$ cat src/rtl/ksc_pkg.sv
// ksc_pkg: shared types and constants for the keyword substitution cipher unit
// request codes, internal operation codes, the classified item and the back-end states
// no dependencies
package ksc_pkg;

    localparam int LETTERS     = 26;
    localparam int LETTER_W    = 5;
    localparam int CHAR_W      = 8;
    localparam int REQ_W       = 3;
    localparam int QUEUE_DEPTH = 2;
    localparam int QUEUE_AW    = 1;
    localparam int QUEUE_CW    = 2;

    // request codes on the req_type port
    localparam logic [REQ_W-1:0] REQ_KEY_BEGIN = 3'd0;
    localparam logic [REQ_W-1:0] REQ_KEY_CHAR  = 3'd1;
    localparam logic [REQ_W-1:0] REQ_KEY_END   = 3'd2;
    localparam logic [REQ_W-1:0] REQ_ENCRYPT   = 3'd3;
    localparam logic [REQ_W-1:0] REQ_DECRYPT   = 3'd4;

    localparam logic [CHAR_W-1:0] CH_UPPER_A = 8'h41;
    localparam logic [CHAR_W-1:0] CH_UPPER_Z = 8'h5A;
    localparam logic [CHAR_W-1:0] CH_LOWER_A = 8'h61;
    localparam logic [CHAR_W-1:0] CH_LOWER_Z = 8'h7A;
    localparam logic [CHAR_W-1:0] CH_CASE    = 8'h20;

    localparam logic [LETTER_W-1:0] LAST_LETTER = 5'd25;
    localparam logic [LETTER_W-1:0] FULL_COUNT  = 5'd26;

    typedef enum logic [2:0] {
        OP_NOP,
        OP_BEGIN,
        OP_CHAR,
        OP_END,
        OP_ENC,
        OP_DEC
    } op_t;

    typedef struct packed {
        op_t                 op;
        logic                is_letter;
        logic [LETTER_W-1:0] letter;
        logic [CHAR_W-1:0]   raw;
    } cmd_t;

    typedef enum logic [1:0] {
        BK_IDLE,
        BK_FILL,
        BK_DONE
    } back_state_t;

endpackage

$ cat src/rtl/ksc_front.sv
// ksc_front: accepts request items and classifies them into commands for the queue
// decodes the request type, folds case and picks out letter indexes
// depends on ksc_pkg
module ksc_front (
    input  logic                         in_valid,
    output logic                         in_ready,
    input  logic [ksc_pkg::REQ_W-1:0]    req_type,
    input  logic [ksc_pkg::CHAR_W-1:0]   in_char,
    input  logic                         q_full,
    output logic                         push,
    output ksc_pkg::cmd_t                cmd
);

    logic                          is_upper;
    logic                          is_lower;
    logic [ksc_pkg::CHAR_W-1:0]    folded;
    logic [ksc_pkg::CHAR_W-1:0]    offset;
    ksc_pkg::op_t                  op;

    assign is_upper = (in_char >= ksc_pkg::CH_UPPER_A) && (in_char <= ksc_pkg::CH_UPPER_Z);
    assign is_lower = (in_char >= ksc_pkg::CH_LOWER_A) && (in_char <= ksc_pkg::CH_LOWER_Z);
    assign folded   = is_lower ? (in_char - ksc_pkg::CH_CASE) : in_char;
    assign offset   = folded - ksc_pkg::CH_UPPER_A;

    always_comb
    begin
        unique case (req_type)
            ksc_pkg::REQ_KEY_BEGIN: op = ksc_pkg::OP_BEGIN;
            ksc_pkg::REQ_KEY_CHAR:  op = ksc_pkg::OP_CHAR;
            ksc_pkg::REQ_KEY_END:   op = ksc_pkg::OP_END;
            ksc_pkg::REQ_ENCRYPT:   op = ksc_pkg::OP_ENC;
            ksc_pkg::REQ_DECRYPT:   op = ksc_pkg::OP_DEC;
            default:                op = ksc_pkg::OP_NOP;
        endcase
    end

    always_comb
    begin
        cmd.op  = op;
        cmd.raw = in_char;
        cmd.letter = offset[ksc_pkg::LETTER_W-1:0];
        // decrypt leaves lower case alone
        cmd.is_letter = (op == ksc_pkg::OP_DEC) ? is_upper : (is_upper || is_lower);
    end

    assign in_ready = !q_full;
    assign push     = in_valid && !q_full;

endmodule

$ cat src/rtl/ksc_queue.sv
// ksc_queue: short command queue between the front and back parts
// two entries, lets either side stall on its own
// depends on ksc_pkg
module ksc_queue (
    input  logic           clk,
    input  logic           rst_n,
    input  logic           push,
    input  ksc_pkg::cmd_t  push_cmd,
    output logic           full,
    input  logic           pop,
    output logic           head_valid,
    output ksc_pkg::cmd_t  head_cmd
);

    ksc_pkg::cmd_t                   entry_reg [ksc_pkg::QUEUE_DEPTH];
    logic [ksc_pkg::QUEUE_AW-1:0]    wr_ptr_reg;
    logic [ksc_pkg::QUEUE_AW-1:0]    wr_ptr_next;
    logic [ksc_pkg::QUEUE_AW-1:0]    rd_ptr_reg;
    logic [ksc_pkg::QUEUE_AW-1:0]    rd_ptr_next;
    logic [ksc_pkg::QUEUE_CW-1:0]    count_reg;
    logic [ksc_pkg::QUEUE_CW-1:0]    count_next;

    assign full       = (count_reg == ksc_pkg::QUEUE_CW'(ksc_pkg::QUEUE_DEPTH));
    assign head_valid = (count_reg != '0);
    assign head_cmd   = entry_reg[rd_ptr_reg];

    always_comb
    begin
        wr_ptr_next = push ? (wr_ptr_reg + ksc_pkg::QUEUE_AW'(1)) : wr_ptr_reg;
        rd_ptr_next = pop  ? (rd_ptr_reg + ksc_pkg::QUEUE_AW'(1)) : rd_ptr_reg;
        count_next  = count_reg;
        if (push && !pop)
        begin
            count_next = count_reg + ksc_pkg::QUEUE_CW'(1);
        end
        else if (pop && !push)
        begin
            count_next = count_reg - ksc_pkg::QUEUE_CW'(1);
        end
    end

    always_ff @(posedge clk or negedge rst_n)
    begin
        if (!rst_n)
        begin
            wr_ptr_reg <= '0;
            rd_ptr_reg <= '0;
            count_reg  <= '0;
        end
        else
        begin
            wr_ptr_reg <= wr_ptr_next;
            rd_ptr_reg <= rd_ptr_next;
            count_reg  <= count_next;
        end
    end

    always_ff @(posedge clk)
    begin
        if (push)
        begin
            entry_reg[wr_ptr_reg] <= push_cmd;
        end
    end

`ifndef ASSERT_OFF
    a_count_bound: assert property (@(posedge clk) disable iff (!rst_n)
        count_reg <= ksc_pkg::QUEUE_CW'(ksc_pkg::QUEUE_DEPTH))
        else $error("queue count beyond depth");

    a_pop_nonempty: assert property (@(posedge clk) disable iff (!rst_n)
        pop |-> head_valid)
        else $error("pop from empty queue");

    a_push_grows: assert property (@(posedge clk) disable iff (!rst_n)
        (push && !pop) |=> (count_reg == $past(count_reg) + ksc_pkg::QUEUE_CW'(1)))
        else $error("queue count did not grow on push");
`endif

endmodule

$ cat src/rtl/ksc_back.sv
// ksc_back: carries out queued commands on the substitution tables
// holds forward and inverse maps, the used-letter mask, the fill count and the result register
// depends on ksc_pkg
module ksc_back (
    input  logic                            clk,
    input  logic                            rst_n,
    input  logic                            head_valid,
    input  ksc_pkg::cmd_t                   head_cmd,
    output logic                            pop,
    output logic                            out_valid,
    input  logic                            out_ready,
    output logic [ksc_pkg::CHAR_W-1:0]      out_char,
    output logic                            was_mapped,
    output logic [ksc_pkg::LETTER_W-1:0]    key_letters
);

    ksc_pkg::back_state_t            state_reg;
    ksc_pkg::back_state_t            state_next;

    logic [ksc_pkg::LETTER_W-1:0]    forward_map_reg [ksc_pkg::LETTERS];
    logic [ksc_pkg::LETTER_W-1:0]    inverse_map_reg [ksc_pkg::LETTERS];
    logic [ksc_pkg::LETTERS-1:0]     letter_used_reg;
    logic [ksc_pkg::LETTER_W-1:0]    fill_count_reg;
    logic [ksc_pkg::LETTER_W-1:0]    fill_count_next;
    logic [ksc_pkg::LETTER_W-1:0]    fill_k_reg;
    logic [ksc_pkg::LETTER_W-1:0]    fill_k_next;

    logic                            out_valid_reg;
    logic                            out_valid_next;
    logic [ksc_pkg::CHAR_W-1:0]      out_char_reg;
    logic                            was_mapped_reg;
    logic [ksc_pkg::LETTER_W-1:0]    key_letters_reg;

    logic                            out_free;
    logic                            clear;
    logic                            place_try;
    logic                            place_en;
    logic [ksc_pkg::LETTER_W-1:0]    place_k;
    logic                            load;
    logic [ksc_pkg::CHAR_W-1:0]      res_char;
    logic                            res_mapped;
    logic [ksc_pkg::CHAR_W-1:0]      fwd_char;
    logic [ksc_pkg::CHAR_W-1:0]      inv_char;

    assign out_free = !out_valid_reg || out_ready;
    assign pop      = head_valid && out_free && (state_reg == ksc_pkg::BK_IDLE);

    assign fwd_char = ksc_pkg::CH_UPPER_A
                    + {{(ksc_pkg::CHAR_W-ksc_pkg::LETTER_W){1'b0}}, forward_map_reg[head_cmd.letter]};
    assign inv_char = ksc_pkg::CH_UPPER_A
                    + {{(ksc_pkg::CHAR_W-ksc_pkg::LETTER_W){1'b0}}, inverse_map_reg[head_cmd.letter]};

    // next state
    always_comb
    begin
        state_next = state_reg;
        unique case (state_reg)
            ksc_pkg::BK_IDLE:
            begin
                if (pop && (head_cmd.op == ksc_pkg::OP_END))
                begin
                    state_next = ksc_pkg::BK_FILL;
                end
            end
            ksc_pkg::BK_FILL:
            begin
                if (fill_k_reg == ksc_pkg::LAST_LETTER)
                begin
                    state_next = ksc_pkg::BK_DONE;
                end
            end
            ksc_pkg::BK_DONE:
            begin
                if (out_free)
                begin
                    state_next = ksc_pkg::BK_IDLE;
                end
            end
            default: state_next = ksc_pkg::BK_IDLE;
        endcase
    end

    // datapath control
    always_comb
    begin
        clear      = 1'b0;
        place_try  = 1'b0;
        place_k    = head_cmd.letter;
        load       = 1'b0;
        res_char   = '0;
        res_mapped = 1'b0;
        fill_k_next = fill_k_reg;
        unique case (state_reg)
            ksc_pkg::BK_IDLE:
            begin
                fill_k_next = '0;
                if (pop)
                begin
                    load = (head_cmd.op != ksc_pkg::OP_END);
                    unique case (head_cmd.op)
                        ksc_pkg::OP_BEGIN: clear = 1'b1;
                        ksc_pkg::OP_CHAR:  place_try = head_cmd.is_letter;
                        ksc_pkg::OP_ENC:
                        begin
                            res_char   = head_cmd.is_letter ? fwd_char : head_cmd.raw;
                            res_mapped = head_cmd.is_letter;
                        end
                        ksc_pkg::OP_DEC:
                        begin
                            res_char   = head_cmd.is_letter ? inv_char : head_cmd.raw;
                            res_mapped = head_cmd.is_letter;
                        end
                        default: ;
                    endcase
                end
            end
            ksc_pkg::BK_FILL:
            begin
                // alphabet walk, one letter a cycle
                place_try   = 1'b1;
                place_k     = fill_k_reg;
                fill_k_next = fill_k_reg + ksc_pkg::LETTER_W'(1);
            end
            ksc_pkg::BK_DONE:
            begin
                load = out_free;
            end
            default: ;
        endcase
    end

    assign place_en = place_try && (fill_count_reg < ksc_pkg::FULL_COUNT)
                    && !letter_used_reg[place_k];

    always_comb
    begin
        if (clear)
        begin
            fill_count_next = '0;
        end
        else if (place_en)
        begin
            fill_count_next = fill_count_reg + ksc_pkg::LETTER_W'(1);
        end
        else
        begin
            fill_count_next = fill_count_reg;
        end
    end

    assign out_valid_next = load || (out_valid_reg && !out_ready);

    always_ff @(posedge clk or negedge rst_n)
    begin
        if (!rst_n)
        begin
            state_reg       <= ksc_pkg::BK_IDLE;
            fill_k_reg      <= '0;
            fill_count_reg  <= ksc_pkg::FULL_COUNT;
            letter_used_reg <= '1;
            out_valid_reg   <= 1'b0;
            for (int i = 0; i < ksc_pkg::LETTERS; i++)
            begin
                forward_map_reg[i] <= ksc_pkg::LETTER_W'(i);
                inverse_map_reg[i] <= ksc_pkg::LETTER_W'(i);
            end
        end
        else
        begin
            state_reg      <= state_next;
            fill_k_reg     <= fill_k_next;
            fill_count_reg <= fill_count_next;
            out_valid_reg  <= out_valid_next;
            if (clear)
            begin
                letter_used_reg <= '0;
                for (int i = 0; i < ksc_pkg::LETTERS; i++)
                begin
                    forward_map_reg[i] <= '0;
                    inverse_map_reg[i] <= '0;
                end
            end
            else if (place_en)
            begin
                letter_used_reg[place_k]         <= 1'b1;
                forward_map_reg[fill_count_reg]  <= place_k;
                inverse_map_reg[place_k]         <= fill_count_reg;
            end
        end
    end

    always_ff @(posedge clk)
    begin
        if (load)
        begin
            out_char_reg    <= res_char;
            was_mapped_reg  <= res_mapped;
            key_letters_reg <= fill_count_next;
        end
    end

    assign out_valid   = out_valid_reg;
    assign out_char    = out_char_reg;
    assign was_mapped  = was_mapped_reg;
    assign key_letters = key_letters_reg;

`ifndef ASSERT_OFF
    a_used_matches_fill: assert property (@(posedge clk) disable iff (!rst_n)
        $countones(letter_used_reg) == 32'(fill_count_reg))
        else $error("used-letter mask disagrees with fill count");

    a_walk_in_range: assert property (@(posedge clk) disable iff (!rst_n)
        (state_reg == ksc_pkg::BK_FILL) |-> (fill_k_reg <= ksc_pkg::LAST_LETTER))
        else $error("alphabet walk past last letter");

    a_walk_fills_table: assert property (@(posedge clk) disable iff (!rst_n)
        (state_reg == ksc_pkg::BK_DONE) |-> (fill_count_reg == ksc_pkg::FULL_COUNT))
        else $error("table not full after key end");
`endif

endmodule

$ cat src/rtl/keyword_substitution_cipher_unit.sv
// Keyword substitution cipher unit: builds a substitution alphabet from a keyword and then
// encrypts or decrypts text one byte per item, one result item per request item. Key begin,
// key char, encrypt and decrypt items stream through the back part at one item per cycle while
// the output is not stalled; key end walks the alphabet one letter a cycle and holds the back
// part until the walk is done. A two-entry command queue sits between the request decoder and
// the table logic, and results leave through an output register. After reset the mapping is
// the identity and the fill count reported in key_letters is 26.
// depends on ksc_pkg, ksc_front, ksc_queue, ksc_back
module keyword_substitution_cipher_unit (
    input  logic                            clk,
    input  logic                            rst_n,
    input  logic                            in_valid,
    output logic                            in_ready,
    input  logic [ksc_pkg::REQ_W-1:0]       req_type,
    input  logic [ksc_pkg::CHAR_W-1:0]      in_char,
    output logic                            out_valid,
    input  logic                            out_ready,
    output logic [ksc_pkg::CHAR_W-1:0]      out_char,
    output logic                            was_mapped,
    output logic [ksc_pkg::LETTER_W-1:0]    key_letters
);

    logic           q_full;
    logic           push;
    ksc_pkg::cmd_t  push_cmd;
    logic           pop;
    logic           head_valid;
    ksc_pkg::cmd_t  head_cmd;

    ksc_front u_front (
        .in_valid (in_valid),
        .in_ready (in_ready),
        .req_type (req_type),
        .in_char  (in_char),
        .q_full   (q_full),
        .push     (push),
        .cmd      (push_cmd)
    );

    ksc_queue u_queue (
        .clk        (clk),
        .rst_n      (rst_n),
        .push       (push),
        .push_cmd   (push_cmd),
        .full       (q_full),
        .pop        (pop),
        .head_valid (head_valid),
        .head_cmd   (head_cmd)
    );

    ksc_back u_back (
        .clk         (clk),
        .rst_n       (rst_n),
        .head_valid  (head_valid),
        .head_cmd    (head_cmd),
        .pop         (pop),
        .out_valid   (out_valid),
        .out_ready   (out_ready),
        .out_char    (out_char),
        .was_mapped  (was_mapped),
        .key_letters (key_letters)
    );

endmodule

$ cat config.mk
export PLATFORM = sky130hd
export DESIGN_NAME = keyword_substitution_cipher_unit
export DESIGN_NICKNAME = d
export VERILOG_FILES = /design/src/rtl/ksc_pkg.sv /design/src/rtl/ksc_front.sv /design/src/rtl/ksc_queue.sv /design/src/rtl/ksc_back.sv /design/src/rtl/keyword_substitution_cipher_unit.sv
export SDC_FILE = /design/constraint.sdc
export NUM_CORES = 1
export LEC_CHECK = 0
export ABC_AREA = 0
export CAP_MARGIN = 10
export CORE_MARGIN = 3
export CORE_UTILIZATION = 45
export DETAILED_ROUTE_END_ITERATION = 6
export DONT_BUFFER_PORTS = 1
export PLACE_DENSITY = 0.56
export SYNTH_ARGS = -nofsm -noshare
export SYNTH_HDL_FRONTEND = slang
export SYNTH_SLANG_ARGS = --single-unit
export TNS_END_PERCENT = 1
$ cat constraint.sdc
create_clock -name clk -period 7.3 [get_ports clk]
set_clock_uncertainty 0.1 [all_clocks]
set_input_delay 1.095 -clock clk [delete_from_list [all_inputs] [get_ports clk]]
set_output_delay 1.095 -clock clk [all_outputs]
set_load 0.02 [all_outputs]
Word level (Yosys, flattened, before mapping)
Memory sizes are Yosys's and may differ from the RTL's.
Index checks and enable logic that the tools add are counted.
{ "totals": {"ff_bits": 317, "mem_bits_rw": 34, "in_bits": 15, "latchBits": 0, "wordCells": 189, "output_inout_bits": 16, "romBits": 0, "memories": 1} }
{ "op_classes": {"n_div": 0, "reduce_logical": 33, "shift": 0, "n_mux": 48, "n_bitwise": 4, "mul": 0, "eq_ne": 18, "n_addsub": 10, "magnitude_cmp": 12} }
{ "mem_list": {"columns": ["memory", "depth", "word_bits", "read_ports", "rd_clocked_by_memory_dff", "write_ports", "line_no", "source"], "rows": [
  ["u_queue.entry_reg", 2, 17, 1, 0, 1, "ksc_queue.sv:15", "ksc_pkg::cmd_t entry_reg [ksc_pkg::QUEUE_DEPTH];"]
]} }
{ "op_table": {"columns": ["cell", "n"], "rows": [
  ["two-way mux 130 bit", 4],
  ["bitwise mux 130 bit", 2],
  ["two-way mux 26 bit", 2],
  ["binary-select mux 5 bit (select 5 bit)", 2],
  ["demux 5 bit (select 5 bit)", 2],
  ["two-way mux 5 bit", 10],
  ["OR 26 bit", 1],
  [">= comparator 6 bit, second input constant", 3],
  ["NOT 5 -> 6 bit", 3],
  ["adder 7 x 5 -> 8 bit, first input constant", 2],
  [">= comparator 8 x 7 -> 1 bit, second input constant", 2],
  ["less-or-equal comparator 8 x 7 -> 1 bit, second input constant", 2],
  ["two-way mux 8 bit", 2],
  ["one-hot mux 8 bit (2 select lines)", 1],
  ["one-hot mux 3 bit (5 select lines)", 1],
  ["logical AND 1 bit", 14],
  ["== test 3 x 2 -> 1 bit, second input constant", 4],
  ["== test 3 bit, second input constant", 4],
  ["less-than comparator 6 x 1 -> 1 bit, second input constant", 2],
  ["two-way mux 1 bit", 11],
  ["adder 5 x 1 -> 5 bit, second input constant", 2],
  ["two-way mux 2 bit", 5],
  ["one-hot mux 5 bit (2 select lines)", 1],
  ["subtractor 5 x 1 -> 5 bit, second input constant", 2],
  ["other kinds (25)", 41]
]} }

Depth between registers and ports, before layout
Gate-level depths: netlist (run 1).
{ "logic_depth": {"ltp_word": 10, "depth_mapped": 14, "depth_no_buf": 9} }

Modules after synthesis
From an unflattened synthesis (run 1), not the netlist that was laid out.
{ "unflattened": {"hier_cells": 1558, "hier_area_um2": 17947.2} }
{ "by_module_without_submodules": {"columns": ["mod", "area_each_um2", "cells_per_inst", "seq_area_each_um2", "n_inst"], "rows": [
  ["ksc_back", 16239.3, 1451, 8081.5, 1],
  ["ksc_queue", 1466.4, 69, 1121.1, 1],
  ["ksc_front", 241.5, 38, 0.0, 1]
]} }

Worst setup path after synthesis (run 1)
Ideal clock, no wire load.
{ "synth_timing": {"path_type": "input-to-reg", "start": "input port out_ready", "end": "register u_back.key_letters_reg, in the netlist u_back.key_letters[1] (data pin)", "path_slack_ns": 4.026, "arrival_time_ns": 2.903, "t_required_ns": 6.929, "setup_ns": 0.271, "path_buffers": 3, "stages": 11, "path_cell_list": "nor2b_1 nor4_1 a31o_2 o311a_1 and3_1 buf_2 buf_6 buf_4 a21oi_1 a21oi_1 nor2_1"} }
{ "synth_via": {"elab_chain_cells": 9, "elab_cells_between_ends": 11, "cone_classes": "mux: 6; reduce/logical: 5"} }
{ "synth_lines": {"columns": ["item", "line_no", "source"], "rows": [
  ["start: declaration", "keyword_substitution_cipher_unit.sv:17", "input logic out_ready,"],
  ["logical OR 1 bit (*)", "ksc_back.sv:45", "assign out_free = !out_valid_reg || out_ready;"],
  ["logical AND 1 bit (*) (2 in a row)", "ksc_back.sv:46", "assign pop = head_valid && out_free && (state_reg == ksc_pkg::BK_IDLE);"],
  ["two-way mux 1 bit", "ksc_back.sv:97", "if (pop)"],
  ["one-hot mux 1 bit (2 select lines)", "ksc_back.sv:93", "unique case (state_reg)"],
  ["logical AND 1 bit", "ksc_back.sv:132", "assign place_en = place_try && (fill_count_reg < ksc_pkg::FULL_COUNT)"],
  ["logical AND 1 bit", "ksc_back.sv:133", "&& !letter_used_reg[place_k];"],
  ["two-way mux 5 bit", "ksc_back.sv:141", "else if (place_en)"],
  ["two-way mux 5 bit (*)", "ksc_back.sv:137", "if (clear)"],
  ["named net u_back.fill_count_next, one bit", "ksc_back.sv:24", "logic [ksc_pkg::LETTER_W-1:0] fill_count_next;"],
  ["end signal: assignment", "ksc_back.sv:198", "key_letters_reg <= fill_count_next;"],
  ["end: declaration", "ksc_back.sv:32", "logic [ksc_pkg::LETTER_W-1:0] key_letters_reg;"]
]} }
The timed path passes the listed nets; every way through them passes the cells marked *.
A chain may end at the register's enable or synchronous reset.

Worst setup path after layout (run 1)
{ "layout_timing": {"start": "memory u_queue.entry_reg[1][8] in the netlist's numbering", "end": "register u_back.forward_map_reg[125] in the netlist's numbering"} }
{ "layout_via": {"elab_chain_cells": 7, "elab_cells_between_ends": 10, "cone_classes": "mux: 6; reduce/logical: 3; memory: 1"} }
{ "layout_lines": {"columns": ["item", "line_no", "source"], "rows": [
  ["start: declaration", "ksc_queue.sv:15", null],
  ["memory read (2 x 17 bit) (*)", null, null],
  ["two-way mux 5 bit (*)", "ksc_back.sv:93", null],
  ["binary-select mux 1 bit (select 5 bit)", "ksc_back.sv:133", null],
  ["two-way mux 1 bit (not written as such)", "ksc_back.sv:133", null],
  ["logical NOT 1 bit", "ksc_back.sv:133", null],
  ["logical AND 1 bit", "ksc_back.sv:133", null],
  ["nonzero test 2 bit (no source line)", null, null],
  ["end signal: indexed assignment", "ksc_back.sv:164", "forward_map_reg[i] <= ksc_pkg::LETTER_W'(i);"],
  ["end signal: indexed assignment", "ksc_back.sv:186", "forward_map_reg[fill_count_reg] <= place_k;"],
  ["end: declaration", "ksc_back.sv:20", "logic [ksc_pkg::LETTER_W-1:0] forward_map_reg [ksc_pkg::LETTERS];"]
]} }
Every way passes the cells marked *; elsewhere a longest branch is shown, timed or not. The select of a mux whose other input is x is not followed.

==> metrics.csv, run 1 <==
stage;metric;value;unit
logic_synthesis;synth.distinct_cells;73;
layout;area_delta_synth_final;9.131;%
layout;fin_util;0.5038;
timing;timing.final.max_slew_violations;0;
drt;ant_nets;0;
logic_synthesis;async_flop_share;0.8632;
layout;num-nets-final;1689;
critical_path;endpoint_kind;flop;
floorplan;ios;31;
critical_path;path_class;flop to flop;
logic_synthesis;synth-warning-count;0;
drt;drtPass1Iterations;6;
floorplan;core-area;0.03811;mm2
global_route;grt_max_degree;304;
pwr;peakVddDrop;0.2650;mV
global_route;overflow;0;
cts;cts_tree;done;
placed_design;place_congestion;0.8718;
critical_path;cp.required;7.59;ns
timing;relSlewSlack;0.2524;
cts;ctsRootBufferMaster;clkbuf_16;
cts;clk_latency;0.57;ns
critical_path;r2r_end;u_back.forward_map_reg[125]$_DFFE_PN0P_;
drt;drt_wl_total;52.19;mm
cts;cts_setup_buffers;0;
drt;num_vias;13370;
global_route;antenna_found_initial;0;
drt;drt-wirelength-per-cell;23.68;um
critical_path;cp-start-kind;flop;
logic_synthesis;ys_top_cells_by_count;nand3_1 (234), o21ai_0 (185), nand2_1 (165), dfrtp_1 (160), nor2_1 (146);
placed_design;io_buffers;0;
timing;finalCritPeriodShare;0.6796;
logic_synthesis;synth_edf_count;48;
layout;num-fill-cells;3436;
drt;route.detailed.drc;0;
pwr;powerDensity;469.9;mW/mm2
global_route;grt_pass1_vias;13170;
run;cap_violations;0;
pwr;power.leakage;7.356;nW
cts;cts_max_path_buffers;3;
logic_synthesis;synth_cells;1714;
floorplan;die_x;203.7;um
global_route;grt_pass1_wl;81.42;mm
floorplan;die-area;0.04151;mm2
floorplan;initial_utilization;0.4617;
cts;cts.sinks;351;
layout;drive_gt1_frac;0.1920;
critical_path;r2r-start;u_queue.entry_reg[1][8]$_DFFE_PP_;
logic_synthesis;yosysSeqAreaShare;0.5230;
timing;grt_setup_unrepaired;no;
critical_path;reg2reg_depth;9;
timing;max_freq;0.2016;GHz
cts;cts_buffers;40;
logic_synthesis;synth_top_area_cell;dfrtp_1;
logic_synthesis;synthesis.nets;1741;
critical_path;worstPathMaxFanout;34;
logic_synthesis;yosysMostFrequentCell;nand3_1;
drt;viasPerCell;6.066;
critical_path;r2r_setup_slack;2.34;ns
floorplan;die-height;203.7;um
timing;fin_tns_setup;0;ns
timing;worst_slack;2.339;ns
timing;tightestPinTransition;1.120;ns
logic_synthesis;synth_top_area_frac;0.2276;
logic_synthesis;yosys_register_bits;351;
cts;hold_buffers;0;
placed_design;post-dp-hpwl;33.75;mm
logic_synthesis;netlist_top_cells_area;dfrtp_1 (23%), dfstp_2 (21%), edfxtp_1 (8.2%);
logic_synthesis;ys.flop_type;dfrtp_1;
timing;hold_viol_final;0;
hold_path;hold_class;primary input to async pin;
drt;drt_iter0_drc;1138;
logic_synthesis;syn_area_per_cell;10.27;um2
timing;period_needed;4.961;ns
floorplan;rows;71;
cts;clk_pin_slew_worst_paths;0.06;ns
logic_synthesis;syn_area;0.01759;mm2
run_status;status;completed;
critical_path;critPathArrivalTime;5.25;ns
cts;htree_levels;2;
cts;cts_resized;0;
global_route;grt_usage;0.2538;
placed_design;pre_cts_ws;2.411;ns
layout;antenna_cells;0;
timing;finalSetupViolCount;0;
## worst max-delay path by stage
stage | start | to | slack, ns | cells after the start
after global routing | u_queue.entry_reg[1][8]$_DFFE_PP_ | u_back.forward_map_reg[81]$_DFFE_PN0P_ | 2.01 | 9
after floorplan | out_ready | u_back.key_letters[1]$_DFFE_PP_ | 4.03 | 11
after CTS | u_queue.entry_reg[1][8]$_DFFE_PP_ | u_back.forward_map_reg[85]$_DFFE_PN0P_ | 2.39 | 9
final | u_queue.entry_reg[1][8]$_DFFE_PP_ | u_back.forward_map_reg[125]$_DFFE_PN0P_ | 2.34 | 9
after detailed placement | u_queue.entry_reg[1][8]$_DFFE_PP_ | u_back.forward_map_reg[85]$_DFFE_PN0P_ | 2.41 | 9
after global placement | u_queue.entry_reg[1][8]$_DFFE_PP_ | u_back.key_letters[0]$_DFFE_PP_ | 2.47 | 9
## worst max-delay path: stages (launching register included)
cell and delay [ns]:
edfxtp_1 0.88, mux2_4 0.69, mux2_4 0.40, mux4_2 0.52
a22oi_1 0.32, and3_2 0.79, buf_4 0.46, nand4_2 0.29
nand3_1 0.18, o21ai_0 0.09
## kinds of logic (layout without fill, tap and decap cells)
group | after synthesis | count (layout) | share of synthesized area
buffers and inverters | 147 | 126 | 0.03662
AOI/OAI and AO/OA | 366 | 366 | 0.1225
muxes | 153 | 153 | 0.1027
and+or+nand+nor | 668 | 668 | 0.1982
xor gates and xnor gates | 17 | 17 | 0.008462
DFF | 351 | 351 | 0.5230
adders and majority gates | 12 | 12 | 0.008533
## per-stage QoR
step | hold slack [ns] | power [mW] | area (um2) | std cells
2_1_floorplan | 0.3391 | 5.885 | 17590 | 1714
3_3_place_gp | 0.3538 | 7.018 | 17960 | 2131
3_5_place_dp | 0.3533 | 7.078 | 17960 | 2131
4_1_cts | 0.1208 | 9.031 | 19200 | 2204
5_1_grt | 0.1233 | 9.531 | 19200 | 2204
6_report | 0.1408 | 9.022 | 19200 | 2204
## power by group
part | internal [mW] | switching [mW]
Sequential | 2.88 | 0.519
Clock | 1.11 | 0.813
Combinational | 1.13 | 2.57
## area by class of cell
type | count | area, um2 | area share
flip-flops and latches | 351 | 9204 | 0.4793
repair buffers | 31 | 232.7 | 0.01212
clock buffers | 64 | 1181 | 0.06151
well taps | 511 | 639.4 | 0.03330
multi-input cells | 1216 | 7799 | 0.4062
clock inverters | 9 | 62.56 | 0.003258
inverters | 22 | 82.58 | 0.004301
## per-layer routing
layer	track usage	vias up	wire length [um]
met2	0.4080	454	24600
met1	0.3582	6682	22940
li1	-	6126	-
met3	0.03304	107	3027
met4	0.08481	0	1626
met5	0	-	0
## cells in the final DEF, fill, tap and decap left out, types with 6 or more instances in the layout
master and n:
clkbuf_8 9, o22ai_1 17, xor2_1 12, nand4_2 15
o21ai_0 185, a31oi_1 20, ha_1 12, clkbuf_16 40
dfstp_2 143, nor4_1 7, a32oi_1 13, mux2_2 12
nand4_4 10, clkbuf_1 15, a221oi_1 11, a21oi_1 35
edfxtp_1 48, nor3_4 10, dfrtp_1 159, nor2_1 144
mux2i_1 115, nor3_1 13, buf_4 31, nand2_1 165
nand4_1 9, nand3_1 233, a211oi_1 6, nand2b_1 15
mux4_2 20, inv_1 21, o21ai_1 30, nor2b_1 11
Note: power is estimated with default switching activity, not from simulation.
==> inputs of run 2 (changes only) <==
Settings changed: PLACE_DENSITY 0.56 to 0.58.
Clock period 7.3 ns to 4.5 ns, I/O delays scaled along.
==> run 2 against run 1 <==
The flow now finishes with violations (hold timing); hold slack lost 0.41 ns; sequential cell count is the same; utilization grew 0.79 points; largest cell class unchanged; largest power group unchanged; highest routed layer unchanged.
==> metrics.csv, run 2 (synthesized netlist as in run 1, its figures left out) <==
stage;metric;value;unit;change
run_status;status;finished with violations;;
run_status;violations;hold timing;;
timing;grt_setup_unrepaired;no;;
layout;num-fill-cells;3458;;+0.64%
global_route;use_met1;0.3577;;-0.0005296
timing;hold-worst-slack;-0.2707;ns;-0.4114 ns
floorplan;die_x;203.7;um;unchanged
floorplan;ios;31;;unchanged
cts;cts_buffers;40;;unchanged
critical_path;r2r_setup_slack;0.52;ns;-1.82 ns
drt;drt-wirelength-per-cell;23.51;um;-0.74%
pwr;power.leakage;7.542;nW;+2.5%
floorplan;core-area;0.03811;mm2;unchanged
drt;viasPerCell;6.068;;about the same
drt;ant_nets;0;;unchanged
placed_design;post-dp-hpwl;34.87;mm;+3.3%
critical_path;endpoint_kind;flop;;
critical_path;slowest_stage;mux2_2;;
timing;period_needed;3.984;ns;-0.9775 ns
critical_path;cp-start-kind;flop;;
drt;drt_iter0_drc;1268;;+11%
layout;antenna_cells;0;;unchanged
layout;num-nets-final;1718;;+1.7%
cts;cts_setup_buffers;0;;unchanged
layout;area_delta_synth_final;10.84;%;
timing;finalCritPeriodShare;0.8852;;+0.2056
global_route;met3_usage;0.04294;;+0.009896
critical_path;path_class;flop to flop;;
critical_path;cp.required;4.69;ns;-2.90 ns
critical_path;r2r-start;u_queue.rd_ptr_reg$_DFFE_PN0N_;;
drt;num_vias;13550;;+1.3%
critical_path;critPathCapture;u_back.out_char[2]$_SDFFCE_PN0P_;;
floorplan;rows;71;;unchanged
global_route;grtUsageMet2;0.4006;;-0.007456
floorplan;initial_utilization;0.4617;;unchanged
layout;layout_common_cells;nand3_1 (233), o21ai_0 (185), nand2_1 (165);;
cts;ctsRootBufferMaster;clkbuf_16;;
cts;cts_resized;0;;unchanged
placed_design;place_congestion;0.8437;;-3.2%
run;cap_violations;0;;unchanged
floorplan;die-height;203.7;um;unchanged
global_route;top_usage_layer;met2;;
global_route;grt_pass1_wl;81.40;mm;about the same
global_route;overflow;0;;unchanged
global_route;grt_pass1_vias;13220;;+0.41%
critical_path;critPathArrivalTime;4.17;ns;-1.08 ns
floorplan;die-area;0.04151;mm2;unchanged
layout;instances_no_fill;2233;;+1.3%
pwr;peakVddDrop;0.3958;mV;+49%
global_route;grt_max_degree;304;;unchanged
critical_path;max_stage_delay;0.73;ns;-0.15 ns
critical_path;worstPathMaxFanout;20;;-41%
timing;hold_viol_final;171;;+171
placed_design;io_buffers;0;;unchanged
drt;route.detailed.drc;0;;unchanged
cts;cts_tree;done;;
hold_path;hold_class;primary input to async pin;;
timing;fin_tns_setup;0;ns;unchanged
timing;tightestPinTransition;0.9548;ns;-0.1654 ns
timing;timing.final.max_slew_violations;0;;unchanged
timing;relSlewSlack;0.3621;;+0.1097
drt;drtPass1Iterations;6;;unchanged
layout;drive_gt1_frac;0.2050;;+0.01303
cts;clk_latency;0.57;ns;about the same
global_route;grt_usage;0.2537;;about the same
layout;mostFrequentLayoutCell;nand3_1;;
pwr;powerDensity;764.7;mW/mm2;+63%
critical_path;reg2reg_depth;11;;+2
timing;finalSetupViolCount;0;;unchanged
cts;htree_levels;2;;unchanged
placed_design;dp.cells;2160;;+1.4%
global_route;antenna_found_initial;0;;unchanged
cts;cts_max_path_buffers;3;;unchanged
drt;drt_wl_total;52.49;mm;+0.56%
cts;cts.sinks;351;;unchanged
critical_path;worstPathCellList;mux2_2, buf_4, mux2i_1, a32oi_1, a31oi_1, a221oi_1, buf_4, ha_1, xor2_1, a21oi_1, a221oi_1;;
critical_path;critPathLaunch;u_queue.rd_ptr_reg$_DFFE_PN0N_;;
timing;max_freq;0.2510;GHz;+25%
cts;clk_pin_slew_worst_paths;0.06;ns;about the same
critical_path;r2r_end;u_back.out_char[2]$_SDFFCE_PN0P_;;
## run 2: power breakdown
part,switching (mW),total (mW),internal (mW)
sequential,0.787,5.45,4.67
combinational,4.23,6.27,2.03
clock,1.32,3.19,1.87
## run 2: worst max-delay path: cells and delay by family, from the launching register on
kind            cells  cell delay [ns]
buf+inv             2             0.61
fa+ha+maj           1             0.23
xor+xnor            1             0.16
compound gates      5             1.01
mux                 2             1.05
flops               1             0.51
## run 2: worst min-delay path by stage
stage | start | end | slack, ns | depth (start not counted)
global route | rst_n | u_back.forward_map_reg[98]$_DFFE_PN0P_ | -0.30 | 0
finish | rst_n | u_back.forward_map_reg[79]$_DFFE_PN0P_ | -0.27 | 0
floorplan | rst_n | u_back.fill_count_reg[0]$_DFF_PN0_ | 0.28 | 0
CTS | rst_n | u_back.forward_map_reg[103]$_DFFE_PN0P_ | -0.30 | 0
global placement | rst_n | u_back.forward_map_reg[55]$_DFFE_PN0P_ | 0.30 | 0
detailed placement | rst_n | u_back.forward_map_reg[72]$_DFFE_PN0P_ | 0.30 | 0
## run 2: area by class of cell
cell class | count | area [um2] | area share
clock buffer | 62 | 1185 | 0.06076
clock inverter | 11 | 82.58 | 0.004235
inverter | 22 | 82.58 | 0.004235
multi-input combinational | 1216 | 7795 | 0.3997
sequential | 351 | 9204 | 0.4720
tap | 511 | 639.4 | 0.03279
timing repair buffer | 60 | 513.0 | 0.02631
## run 2: metrics by stage
step,hold slack (ns),power (mW),util,setup WS (ns),instance area [um2]
floorplan,0.2794,9.547,-,1.350,17590
global placement,0.3004,11.61,0.4784,0.4836,18230
detailed placement,0.2991,11.70,0.4784,0.5232,18230
CTS,-0.2981,14.93,0.5117,0.5079,19500
global route,-0.2973,15.76,0.5117,0.2879,19500
finish,-0.2707,14.91,0.5117,0.5165,19500
## run 2: metal layers
metal	share of wire	routed length, um	vias to the layer above
met3	0.066	3459	99
met5	0	0	-
li1	-	-	6186
met1	0.44	22980	6789
met2	0.46	24310	475
met4	0.033	1738	0
==> inputs of run 3 (changes only) <==
Settings changed: CTS_CLUSTER_DIAMETER set to 30, MAX_ROUTING_LAYER set to met4.
==> run 3 against run 2 <==
Utilization rose by 4.4 points; maximum frequency fell by 1.7%; cell count rose by 3.9%; the flow still finishes with violations (hold timing); power rose by 21%; sequential cell count did not move; global-route usage rose by 1.6 points; die area did not move; largest power group unchanged.
==> metrics.csv, run 3 (synthesized netlist as in run 1, its figures left out) <==
stage;metric;value;unit;change
run_status;status;finished with violations;;
run_status;violations;hold timing;;
critical_path;cp.required;4.73;ns;+0.04 ns
global_route;grt_pass1_vias;13900;;+5.1%
timing;finalCritPeriodShare;0.9004;;+0.01521
cts;clk_pin_slew_worst_paths;0.04;ns;-0.02 ns
global_route;grt_max_degree;304;;unchanged
layout;antenna_cells;0;;unchanged
drt;drt_iter0_drc;1161;;-8.4%
drt;drtPass1Iterations;5;;-1
floorplan;initial_utilization;0.4617;;unchanged
timing;max_freq;0.2468;GHz;-1.7%
critical_path;r2r_setup_slack;0.45;ns;-0.07 ns
critical_path;slowest_stage;mux2_2;;
layout;regArea;0.009204;mm2;unchanged
cts;cts_buffers;85;;+110%
pwr;powerDensity;848.9;mW/mm2;+11%
floorplan;core-area;0.03811;mm2;unchanged
critical_path;max_stage_delay;0.75;ns;+0.02 ns
layout;final_area;0.02118;mm2;+8.6%
drt;drt_wl_total;53.96;mm;+2.8%
global_route;antenna_found_initial;0;;unchanged
placed_design;io_buffers;0;;unchanged
floorplan;ios;31;;unchanged
global_route;grt_pass1_wl;83.42;mm;+2.5%
global_route;overflow;0;;unchanged
cts;ctsRootBufferMaster;clkbuf_16;;
critical_path;r2r-start;u_queue.rd_ptr_reg$_DFFE_PN0N_;;
pwr;peakVddDrop;0.4947;mV;+25%
critical_path;cp-start-kind;flop;;
timing;timing.final.max_slew_violations;0;;unchanged
timing;period_needed;4.052;ns;+0.06842 ns
hold_path;hold_class;primary input to async pin;;
timing;relSlewSlack;0.3560;;-0.006045
critical_path;worstPathCellList;mux2_2, buf_4, mux2i_1, a32oi_1, a31oi_1, a221oi_1, buf_4, ha_1, xor2_1, a21oi_1, a221oi_1;;
floorplan;die_x;203.7;um;unchanged
layout;layout_common_cells;nand3_1 (233), o21ai_0 (185), nand2_1 (165);;
floorplan;die-area;0.04151;mm2;unchanged
placed_design;pre_cts_ws;0.5232;ns;unchanged
layout;num-fill-cells;3294;;-4.7%
placed_design;dpl_cell_area;0.01823;mm2;unchanged
critical_path;critPathLaunch;u_queue.rd_ptr_reg$_DFFE_PN0N_;;
critical_path;critPathArrivalTime;4.28;ns;+0.11 ns
pwr;power;17.98;mW;+21%
critical_path;path_class;flop to flop;;
placed_design;post-dp-hpwl;34.87;mm;unchanged
global_route;grt_usage;0.2699;;+0.01625
drt;ant_nets;0;;unchanged
timing;tightestPinTransition;0.9639;ns;+0.009049 ns
placed_design;dp.cells;2160;;unchanged
critical_path;reg2reg_depth;11;;unchanged
timing;fin_tns_setup;0;ns;unchanged
cts;cts_resized;0;;unchanged
layout;instances_no_fill;2320;;+3.9%
drt;drt-wirelength-per-cell;23.26;um;-1.1%
layout;drive_gt1_frac;0.2432;;+0.03823
critical_path;endpoint_kind;flop;;
drt;route.detailed.drc;0;;unchanged
timing;worst_slack;0.4481;ns;-0.06842 ns
cts;cts_tree;done;;
layout;area_delta_synth_final;20.38;%;
cts;clk_latency;0.61;ns;+0.04 ns
layout;num-nets-final;1763;;+2.6%
cts;cts.sinks;351;;unchanged
placed_design;place_congestion;0.8569;;+1.6%
drt;num_vias;13880;;+2.4%
timing;hold-worst-slack;-0.3235;ns;-0.05283 ns
floorplan;rows;71;;unchanged
critical_path;r2r_end;u_back.out_char[2]$_SDFFCE_PN0P_;;
drt;viasPerCell;5.981;;-1.4%
run;cap_violations;0;;unchanged
layout;multi_input_area;0.007795;mm2;unchanged
critical_path;worstPathMaxFanout;20;;unchanged
timing;finalSetupViolCount;0;;unchanged
timing;hold_viol_final;165;;-3.5%
layout;mostFrequentLayoutCell;nand3_1;;
cts;cts_max_path_buffers;3;;unchanged
timing;grt_setup_unrepaired;no;;
cts;htree_levels;3;;+1
cts;cts_setup_buffers;0;;unchanged
pwr;power.leakage;8.314;nW;+10%
floorplan;die-height;203.7;um;unchanged
==> run 3: changes by cell type in the layout (fill, tap and decap cells not counted) <==
cell,previous run,this run
clkinv_4,0,3
clkinv_2,4,13
clkbuf_16,41,87
clkinvlp_4,0,16
clkbuf_8,8,9
clkbuf_1,13,14
clkinv_16,0,1
clkinv_8,0,2
clkinv_1,5,4
inv_16,0,1
bufinv_16,1,9
==> run 3: layer usage <==
layer / wire (um) / GRT usage / up-vias
li1: - / - / 6321
met1: 23120 / 0.3527 / 6869
met2: 24630 / 0.4034 / 548
met3: 3958 / 0.06193 / 137
met4: 2251 / 0.1224 / 0
met5: 0 / - / -
==> run 3: power by group <==
group	total, mW	internal, mW	leakage, nW	switching, mW
clock	6.20	4.21	1.39	1.99
combinational	6.31	2.04	2.83	4.27
sequential	5.47	4.68	4.09	0.796
==> run 3: worst max-delay path by stage <==
stage                                                   to  slack, ns
after global routing      u_back.out_char[5]$_SDFFCE_PN0P_       0.29
after CTS                 u_back.out_char[5]$_SDFFCE_PN0P_       0.46
after floorplan           u_back.out_char[2]$_SDFFCE_PN0P_       1.35
after global placement    u_back.out_char[2]$_SDFFCE_PN0P_       0.48
final                     u_back.out_char[2]$_SDFFCE_PN0P_       0.45
after detailed placement  u_back.out_char[2]$_SDFFCE_PN0P_       0.52
==> run 3: cell type report <==
class                           instances  share of cell area
Clock buffer                          110              0.1111
Timing Repair Buffer                   60             0.02422
Inverter                               22            0.003899
Sequential cell                       351              0.4345
Tap cell                              511             0.03019
Clock inverter                         50             0.02800
Multi-Input combinational cell       1216              0.3680
==> run 3: critical path: cells and delay by family (launching register included) <==
family / cells / cell delay, ns
multiplexers: 2 / 1.06
buffers and inverters: 2 / 0.62
AO/OA/AOI/OAI: 5 / 1.06
XOR/XNOR: 1 / 0.17
adder cells (fa/ha/maj): 1 / 0.23
flip-flops: 1 / 0.51
==> run 3: through the flow <==
step | utilization | hold slack, ns
final | 0.5558 | -0.3235
after global routing | 0.5558 | -0.3548
after CTS | 0.5558 | -0.3532
after detailed placement | 0.4784 | 0.2991
after global placement | 0.4784 | 0.3004
after floorplan | - | 0.2794
